--- config.mk ---
export PLATFORM = sky130hd
export DESIGN_NAME = microcoded_mul_div_unit
export DESIGN_NICKNAME = d
export VERILOG_FILES = /design/src/sv/mmdu_pkg.sv /design/src/sv/mmdu_pipe_reg.sv /design/src/sv/mmdu_iter_stage.sv /design/src/sv/microcoded_mul_div_unit.sv
export SDC_FILE = /design/constraint.sdc
export NUM_CORES = 2
export LEC_CHECK = 0
export ABC_AREA = 1
export BUFFER_PORTS_ARGS = -buffer_cell sky130_fd_sc_hd__buf_2
export CAP_MARGIN = 20
export CORE_MARGIN = 2
export CORE_UTILIZATION = 45
export DETAILED_ROUTE_END_ITERATION = 7
export GPL_TIMING_DRIVEN = 0
export PLACE_DENSITY = 0.58
export SLEW_MARGIN = 20
export SYNTH_ARGS = -nofsm -noshare
export SYNTH_HDL_FRONTEND = slang
export SYNTH_SLANG_ARGS = --single-unit
export TNS_END_PERCENT = 10
--- constraint.sdc ---
create_clock -name clk -period 25.4 [get_ports clk]
set_input_delay 5.08 -clock clk [delete_from_list [all_inputs] [get_ports clk]]
set_output_delay 5.08 -clock clk [all_outputs]
set_load 0.03 [all_outputs]
--- src/sv/mmdu_pkg.sv ---
// Shared types, constants and per-step functions for the multiply/divide unit.
// Used by every module of the unit; depends on nothing.
`default_nettype none
package mmdu_pkg;

  localparam int unsigned StepsPerStage = 4;
  localparam int unsigned NumIterStages = 4;
  localparam int unsigned MaxWidth = 16;
  localparam logic [15:0] MaskWord = 16'hFFFF;
  localparam logic [15:0] MaskByte = 16'h00FF;
  localparam logic [15:0] MsbWord = 16'h8000;
  localparam logic [15:0] MsbByte = 16'h0080;
  localparam logic [15:0] AuxBit = 16'h0010;

  typedef struct packed {
    logic cmd;
    logic signed_op;
    logic word_size;
    logic [31:0] operand_a;
    logic [15:0] operand_b;
    logic rep_negate;
  } in_t;

  typedef struct packed {
    logic [15:0] result_lo;
    logic [15:0] result_hi;
    logic divide_error;
    logic carry_flag;
    logic overflow_flag;
    logic aux_flag;
    logic sign_flag;
    logic parity_flag;
    logic zero_flag;
  } out_t;

  typedef struct packed {
    logic cf;
    logic of;
    logic af;
    logic sf;
    logic pf;
    logic zf;
  } flags_t;

  // Working state carried through the iteration stages.
  typedef struct packed {
    logic is_div;
    logic sgn;
    logic wide;
    logic f1;
    logic derr;
    logic orig_top;
    logic cf;
    logic [15:0] lo;
    logic [15:0] hi;
    logic [15:0] b;
    flags_t fl;
  } work_t;

  function automatic logic [15:0] width_mask(input logic wide);
    return wide ? MaskWord : MaskByte;
  endfunction

  function automatic logic [15:0] width_msb(input logic wide);
    return wide ? MsbWord : MsbByte;
  endfunction

  function automatic flags_t szp(input flags_t f, input logic [15:0] r, input logic wide);
    flags_t o;
    o = f;
    o.pf = ~(^r[7:0]);
    o.sf = |(r & width_msb(wide));
    o.zf = (r == 16'h0000);
    return o;
  endfunction

  // Rotate left through carry within the active width.
  function automatic logic [16:0] rcl(input logic [15:0] v, input logic cf, input logic wide);
    logic out_bit;
    logic [15:0] nv;
    out_bit = wide ? v[15] : v[7];
    nv = {v[14:0], cf} & width_mask(wide);
    return {out_bit, nv};
  endfunction

  // Rotate right through carry within the active width.
  function automatic logic [16:0] rcr(input logic [15:0] v, input logic cf, input logic wide);
    logic [15:0] nv;
    nv = {1'b0, v[15:1]};
    if (wide) begin
      nv[15] = cf;
    end else begin
      nv[7] = cf;
    end
    return {v[0], nv};
  endfunction

  function automatic flags_t sub_flags(input logic [15:0] x, input logic [15:0] y,
                                       input logic wide);
    flags_t f;
    logic [15:0] t;
    t = (x - y) & width_mask(wide);
    f = '0;
    f.af = |((x ^ y ^ t) & AuxBit);
    f.of = |(((x ^ y) & (x ^ t)) & width_msb(wide));
    f.cf = (y > x);
    return szp(f, t, wide);
  endfunction

  // One step of the shift-and-add or restoring shift-subtract loop.
  function automatic work_t iter_step(input work_t w_in);
    work_t w;
    logic [16:0] r;
    logic [16:0] sum;
    logic [15:0] s;
    flags_t t;
    w = w_in;
    if (w.is_div) begin
      r = rcl(w.lo, w.cf, w.wide);
      w.lo = r[15:0];
      r = rcl(w.hi, r[16], w.wide);
      w.hi = r[15:0];
      w.cf = r[16];
      s = (w.hi - w.b) & width_mask(w.wide);
      t = sub_flags(w.hi, w.b, w.wide);
      if (w.cf) begin
        w.cf = 1'b0;
        w.hi = s;
      end else begin
        w.fl = t;
        w.cf = t.cf;
        if (!t.cf) begin
          w.hi = s;
        end
      end
    end else begin
      if (w.cf) begin
        sum = {1'b0, w.hi} + {1'b0, w.b};
        w.cf = w.wide ? sum[16] : sum[8];
        w.hi = sum[15:0] & width_mask(w.wide);
      end
      r = rcr(w.hi, w.cf, w.wide);
      w.hi = r[15:0];
      r = rcr(w.lo, r[16], w.wide);
      w.lo = r[15:0];
      w.cf = r[16];
    end
    return w;
  endfunction

endpackage
`default_nettype wire

--- src/sv/mmdu_pipe_reg.sv ---
// One pipeline register with valid bit and stall, holding one work record.
// Depends on mmdu_pkg.
`default_nettype none
module mmdu_pipe_reg (
  input  wire logic clk,
  input  wire logic rst,
  input  wire logic advance,
  input  wire logic valid_in,
  input  wire mmdu_pkg::work_t data_in,
  output logic valid,
  output mmdu_pkg::work_t data
);
  import mmdu_pkg::*;

  always_ff @(posedge clk) begin
    if (rst) begin
      valid <= 1'b0;
    end else if (advance) begin
      valid <= valid_in;
    end
  end

  always_ff @(posedge clk) begin
    if (advance) begin
      data <= data_in;
    end
  end
endmodule
`default_nettype wire

--- src/sv/mmdu_iter_stage.sv ---
// Pipeline stage that runs a fixed number of loop steps and registers the result.
// Depends on mmdu_pkg and mmdu_pipe_reg.
`default_nettype none
module mmdu_iter_stage #(
  parameter int unsigned Steps = mmdu_pkg::StepsPerStage
) (
  input  wire logic clk,
  input  wire logic rst,
  input  wire logic advance,
  input  wire logic valid_in,
  input  wire mmdu_pkg::work_t data_in,
  output logic valid,
  output mmdu_pkg::work_t data
);
  import mmdu_pkg::*;

  work_t stepped;

  // All Steps loop steps run for every operation; byte-width skipping is done by the caller.
  always_comb begin
    stepped = data_in;
    for (int unsigned i = 0; i < Steps; i++) begin
      stepped = iter_step(stepped);
    end
  end

  mmdu_pipe_reg u_reg (
    .clk(clk), .rst(rst), .advance(advance),
    .valid_in(valid_in), .data_in(stepped),
    .valid(valid), .data(data)
  );
endmodule
`default_nettype wire

--- src/sv/microcoded_mul_div_unit.sv ---
// Pipelined multiply/divide unit: prologue, four iteration stages, epilogue, output.
// One transaction is accepted per cycle while the output is not stalled.
// Byte operations use the first two iteration stages and pass the others through.
// Throughput is set by the stall on the output register; the whole pipe holds on stall.
// Synchronous reset clears all valid bits. Depends on mmdu_pkg and the stage modules.
`default_nettype none
module microcoded_mul_div_unit (
  input  wire logic clk,
  input  wire logic rst,
  input  wire logic in_valid,
  output logic in_stall,
  input  wire mmdu_pkg::in_t in_data,
  output logic out_valid,
  input  wire logic out_stall,
  output mmdu_pkg::out_t out_data
);
  import mmdu_pkg::*;

  logic advance;
  work_t pro;
  logic v0;
  work_t d0;
  logic [NumIterStages:0] vs;
  work_t ds [NumIterStages+1];
  work_t byte_gate [NumIterStages];
  out_t epi;

  assign advance = ~(out_valid & out_stall);
  assign in_stall = ~advance;

  // Prologue: operand setup, pre-negation and the divide overflow check.
  always_comb begin
    logic [15:0] m;
    logic [15:0] msb;
    logic [15:0] a_lo;
    logic [15:0] a_hi;
    logic [16:0] r;
    logic borrow;
    flags_t f;
    m = width_mask(in_data.word_size);
    msb = width_msb(in_data.word_size);
    r = '0;
    borrow = 1'b0;
    f = '0;
    pro = '0;
    pro.is_div = in_data.cmd;
    pro.sgn = in_data.signed_op;
    pro.wide = in_data.word_size;
    pro.f1 = in_data.rep_negate;
    pro.b = in_data.operand_b & m;
    a_lo = in_data.operand_a[15:0] & m;
    a_hi = (in_data.word_size ? in_data.operand_a[31:16] : {8'h00, in_data.operand_a[15:8]});
    if (in_data.cmd) begin
      pro.orig_top = |(a_hi & msb);
      pro.lo = a_lo;
      pro.hi = a_hi;
      if (in_data.signed_op) begin
        if (pro.orig_top) begin
          borrow = (pro.lo != 16'h0000);
          pro.lo = (16'h0000 - pro.lo) & m;
          pro.hi = borrow ? (~pro.hi & m) : ((16'h0000 - pro.hi) & m);
          pro.f1 = ~pro.f1;
        end
        if (|(pro.b & msb)) begin
          pro.b = (16'h0000 - pro.b) & m;
          pro.f1 = ~pro.f1;
        end
      end
      f = sub_flags(pro.hi, pro.b, in_data.word_size);
      pro.fl = f;
      pro.cf = f.cf;
      pro.derr = ~f.cf;
    end else begin
      pro.lo = a_lo;
      pro.cf = |(a_lo & msb);
      if (in_data.signed_op) begin
        if (pro.cf) begin
          pro.lo = (16'h0000 - pro.lo) & m;
          pro.f1 = ~pro.f1;
        end
        if (|(pro.b & msb)) begin
          pro.b = (16'h0000 - pro.b) & m;
          pro.f1 = ~pro.f1;
        end
      end
      r = rcr(pro.lo, pro.cf, in_data.word_size);
      pro.lo = r[15:0];
      pro.cf = r[16];
    end
  end

  mmdu_pipe_reg u_pro (
    .clk(clk), .rst(rst), .advance(advance),
    .valid_in(in_valid), .data_in(pro),
    .valid(v0), .data(d0)
  );

  assign vs[0] = v0;
  assign ds[0] = d0;

  for (genvar g = 0; g < NumIterStages; g++) begin : g_iter
    work_t stage_out;
    logic stage_v;
    mmdu_iter_stage #(.Steps(StepsPerStage)) u_stage (
      .clk(clk), .rst(rst), .advance(advance),
      .valid_in(vs[g]), .data_in(ds[g]),
      .valid(stage_v), .data(stage_out)
    );
    // Stages beyond the byte width, and divides that faulted early, leave the record as is.
    always_ff @(posedge clk) begin
      if (advance) begin
        byte_gate[g] <= ds[g];
      end
    end
    assign vs[g+1] = stage_v;
    assign ds[g+1] =
      ((g * StepsPerStage >= MaxWidth / 2 && !byte_gate[g].wide) ||
       (byte_gate[g].is_div && byte_gate[g].derr)) ? byte_gate[g] : stage_out;
  end

  // Epilogue: final rotate, signed fix-ups and flag settling.
  always_comb begin
    work_t w;
    logic [15:0] m;
    logic [15:0] msb;
    logic [15:0] s;
    logic [15:0] t;
    logic [16:0] r;
    logic borrow;
    logic derr;
    flags_t f;
    w = ds[NumIterStages];
    m = width_mask(w.wide);
    msb = width_msb(w.wide);
    s = '0;
    t = '0;
    r = '0;
    borrow = 1'b0;
    f = w.fl;
    derr = w.derr;
    epi = '0;
    if (w.is_div) begin
      if (!derr) begin
        r = rcl(w.lo, w.cf, w.wide);
        w.lo = r[15:0];
        w.cf = |(w.lo & msb);
        f.cf = w.cf;
        s = ~w.lo & m;
        if (w.sgn) begin
          if (!w.cf) begin
            derr = 1'b1;
          end else begin
            if (w.orig_top) begin
              w.hi = (16'h0000 - w.hi) & m;
            end
            s = w.f1 ? ((w.lo + 16'h0001) & m) : (~w.lo & m);
            f.cf = 1'b0;
            f.of = 1'b0;
          end
        end
        if (!derr) begin
          epi.result_lo = s;
          epi.result_hi = w.hi;
        end
      end
    end else begin
      if (w.f1) begin
        borrow = (w.lo != 16'h0000);
        w.lo = (16'h0000 - w.lo) & m;
        w.hi = borrow ? (~w.hi & m) : ((16'h0000 - w.hi) & m);
      end
      f = '0;
      if (w.sgn) begin
        t = (w.hi + {15'h0000, |(w.lo & msb)});
        f.af = |((w.hi ^ t) & AuxBit);
        s = t & m;
      end else begin
        s = w.hi;
      end
      f = szp(f, s, w.wide);
      f.cf = (s != 16'h0000);
      f.of = (s != 16'h0000);
      epi.result_lo = w.lo;
      epi.result_hi = w.hi;
    end
    epi.divide_error = derr;
    epi.carry_flag = f.cf;
    epi.overflow_flag = f.of;
    epi.aux_flag = f.af;
    epi.sign_flag = f.sf;
    epi.parity_flag = f.pf;
    epi.zero_flag = f.zf;
  end

  always_ff @(posedge clk) begin
    if (rst) begin
      out_valid <= 1'b0;
    end else if (advance) begin
      out_valid <= vs[NumIterStages];
    end
  end

  always_ff @(posedge clk) begin
    if (advance) begin
      out_data <= epi;
    end
  end

  assert property (@(posedge clk) disable iff (rst) out_valid && out_stall |=> $stable(out_data))
    else $error("Result changed while stalled.");
  assert property (@(posedge clk) disable iff (rst)
    out_valid && out_data.divide_error |-> out_data.result_lo == 16'h0000 &&
    out_data.result_hi == 16'h0000)
    else $error("Divide error with nonzero result.");
  assert property (@(posedge clk) disable iff (rst) in_stall |-> out_valid && out_stall)
    else $error("Input stalled without output backpressure.");
endmodule
`default_nettype wire
==> key figures <==
Cells and area
  – Fillers: 13100
  – Final instance area: between 60000 and 70000 µm²
  – Most frequent cells in the layout: nand2_1 (1738), inv_1 (1249), nor2_1 (763), o21ai_0 (662), a21oi_1 (643)
  – Area grow syn2layout: 7.97%
  – Layout net count: between 9000 and 10000
  – Layout cell share with drive strength beyond 1: 0.0677
  – Most common cell after layout, fill and taps aside: nand2_1

Floorplanning
  – Top-Level Pins: 97
  – Total core area: 128000 µm²
  – Die Y: ~360 µm
  – Starting density of the core: 0.455
  – Die Wd: 364 µm
  – Die area: between 100000 and 150000 µm²
  – Row cnt: 131

Clock network
  – Post-CTS Hold Buffers: 0
  – Clock Tree Buf Depth: 3
  – CTS clk-pin slew, worst paths: 0.06 ns
  – H-tree levels: 2
  – CTS Buf Count: 56
  – Clock Sinks: 490
  – Root Buffer: clkbuf_16
  – CTS tree: built
  – Clock Latency Late Sink: between 0.6 and 0.7 ns
  – Setup bufs post-CTS: 0
  – Post-CTS sizing: 0

Detailed routing
  – DR iter-0 viols: around 6100
  – Drt total wl: 228 mm
  – Drt wl/cell: 22.2 µm
  – Residual DRC: 0
  – Antenna viol nets, final: 0
  – Detailed Routing Iterations Pass 1: 8
  – Vias per inst: about 5.7
  – Vias: ~60000

Synthesis
  – Synth unique cells: 94
  – Syn Inst Count: 8376
  – Synth warn: 0
  – Synthesized area per cell: between 6 and 7 µm²
  – Yosys top cell area share: 0.250
  – Register bit count reported by yosys: 490
  – Asr flop ratio synth: 0
  – EDFF count, synth: 484
  – Synthesized area: around 58000 µm²
  – Area contributors post-synth: edfxtp_1 (25%), ha_1 (13%), nand2_1 (11%)
  – Top FF cell, synth: edfxtp_1
  – Seq/Total Area, Yosys: 0.252
  – Leading area contributor after synthesis: edfxtp_1
  – Net Count, Synth: around 9100

Global routing
  – Global-route wire length before repair: ~330 mm
  – All-Layer GR Usage: 0.334
  – Largest net degree at the start of global routing: a little over 60
  – GR Overflow Total: 0
  – Initial antenna violation count: 6
  – Number of global-route vias before repair: around 54000

Place
  – I/O Buffers: between 90 and 100
  – Dpl hpwl: around 190 mm
  – Gpl congestion: 0.987
  – Post-DP Area: 61000 µm²
  – Setup WS pre-CTS: around 5.9 ns

Power
  – Worst IR Drop VDD: slightly above 90 µV
  – Leak: 0.0312 µW
  – Cell area power density: approximately 140 nW/µm²
  – Clk pwr share: 0.093
  – Reg power frac: 0.150
  – NetSw: about 4700 µW
  – Switching Fraction: 0.540
  – Comb pwr share: 0.757
  – P_int: 3990 µW

Worst setup path
  – CP max-delay cell: clkbuf_1
  – Worst Path Arrival: slightly above 20 ns
  – Crit Path Max Fanout: 10
  – Slowest stage delay, CP: 0.76 ns
  – Reg2reg setup slack: 5.38 ns
  – Crit path capture type: register
  – Crit start category: register
  – FF-to-FF End: g_iter[2].u_stage.u_reg.data[31]
  – Worst Path Required: between 20 and 30 ns
  – Depth of the most critical reg-to-reg path: approximately 110
  – Reg2reg start: byte_gate[1][58]
  – CP most frequent cell: nand2_1
  – Crit Path Class: register to register

STA
  – Min Tclk post-route: between 20 and 25 ns
  – Worst-Margin Slew: roughly 1.3 ns
  – Max Clk Rate: around 50 MHz
  – Final Hold Viols: 0
  – Clock Skews: between 0.05 and 0.06 ns
  – Setup violators final: 0
  – Setup ws final: ~5.4 ns
  – Max-slew violation count: 0
  – RSZ-0062 raised after global routing: no
  – Hold WS: around 0.42 ns
  – Slew HR: 0.116
  – Final Cycle Share: 0.788

Min path
  – Hold_sp: u_pro.data[57]
  – Worst Hold Depth: 0
  – WHS Endpoint: byte_gate[0][57]
  – Hold Path Class: register to register

Run
  – Number of max-cap violations: 0

Run status
  – Status: completed
==> flip-flops by register name, indices dropped and copies added (netlist names) <==
register and flops:
byte_gate 182, g_iter.u_stage.u_reg.data 202, g_iter.u_stage.u_reg.valid 4, out_data 39, out_valid 1, u_pro.data 61
u_pro.valid 1
==> how the worst max path moves through the flow <==
stage | from | to | slack [ns] | cells after the start
floorplan | out_stall | in_stall | 1.90 | 2
global placement | out_stall | in_stall | -2.41 | 4
detailed placement | byte_gate[1][58] | g_iter[2].u_stage.u_reg.data[36] | 5.92 | 107
CTS | byte_gate[1][58] | g_iter[2].u_stage.u_reg.data[31] | 5.79 | 107
global route | byte_gate[1][58] | g_iter[2].u_stage.u_reg.data[29] | 4.16 | 107
finish | byte_gate[1][58] | g_iter[2].u_stage.u_reg.data[31] | 5.38 | 107
==> power by group through the flow <==
stage               clock network [µW]  registers (µW)  logic [µW]
floorplan                            0            1300        4800
global placement                     0            1320        6340
detailed placement                   0            1320        6400
CTS                                820            1300        6440
global route                       853            1320        7290
finish                             809            1300        6570
==> kinds of logic (layout without fill, tap and decap cells) <==
| logic type | count (synthesis) | count (layout) | share of synthesized area |
|---|---|---|---|
| simple gates | 3393 | 3393 | 0.254 |
| compound gates | 1928 | 1928 | 0.194 |
| buf+inv | 1591 | 1803 | 0.107 |
| fa+ha+maj | 644 | 644 | 0.143 |
| flops | 490 | 490 | 0.252 |
| xor+xnor | 311 | 311 | 0.0471 |
| mux | 19 | 19 | 0.00327 |
| other cells | 0 | 2 | 0 |
==> metrics by stage <==
| step | power [µW] | util | TNS [ns] | cells |
|---|---|---|---|---|
| final | 8690 | 0.491 | 0 | 10300 |
| after floorplan | 6090 | - | 0 | 8376 |
| after CTS | 8560 | 0.491 | 0 | 10300 |
| after global placement | 7650 | 0.475 | -2.41 | 10100 |
| after global routing | 9460 | 0.491 | 0 | 10300 |
| after detailed placement | 7720 | 0.477 | 0 | 10100 |
==> synthesized netlist by cell type, types with 19 or more instances <==
library cell and number:
a31oi_1 30, xor2_1 197, or2_2 78, buf_2 37, o22ai_1 54, o21ai_0 667, o21bai_1 90, o21ai_1 62
nor2_2 22, a21oi_1 643, nand2_2 48, buf_4 22, nand3b_1 29, o221ai_1 51, o21ai_2 19, nor3_1 121
inv_2 43, o31ai_1 29, nand2_1 1739, clkbuf_1 189, o211ai_1 122, fa_1 33, mux2i_1 19, xnor2_1 112
nand3_1 364, edfxtp_1 484, nand4_1 68, and2_1 42, ha_1 611, o311ai_0 19, buf_1 23, inv_1 1249
nand3_2 26, nor2_1 763, nor4_1 27
==> worst max-delay path: cells and delay by family, from the launching register on <==
family,cells,cell delay (ns)
compound gates,31,5.21
fa+ha+maj,4,1.32
buf+inv,25,7.32
flops,1,0.50
simple gates,47,5.29
==> layer usage <==
metal | GRT usage | vias up | share of wire
li1 | - | 28500 | -
met2 | 0.526 | 2457 | 0.44
met1 | 0.467 | 27400 | 0.44
met5 | 0 | - | 0.000057
met4 | 0.131 | 2 | 0.045
met3 | 0.0378 | 384 | 0.076
==> final cells by class <==
type	instances	area [µm²]	share of cell area
repair buffers	106	728	0.0116
clock buffers	70	1480	0.0235
clock inverters	36	342	0.00544
well taps	1662	2080	0.0331
flip-flops and latches	490	14700	0.233
diodes	2	5.00	0.0000797
multi-input cells	6295	37300	0.594
inverters	1306	4910	0.0781
plain buffers	285	1310	0.0209
(Power assumes the default switching activity.)
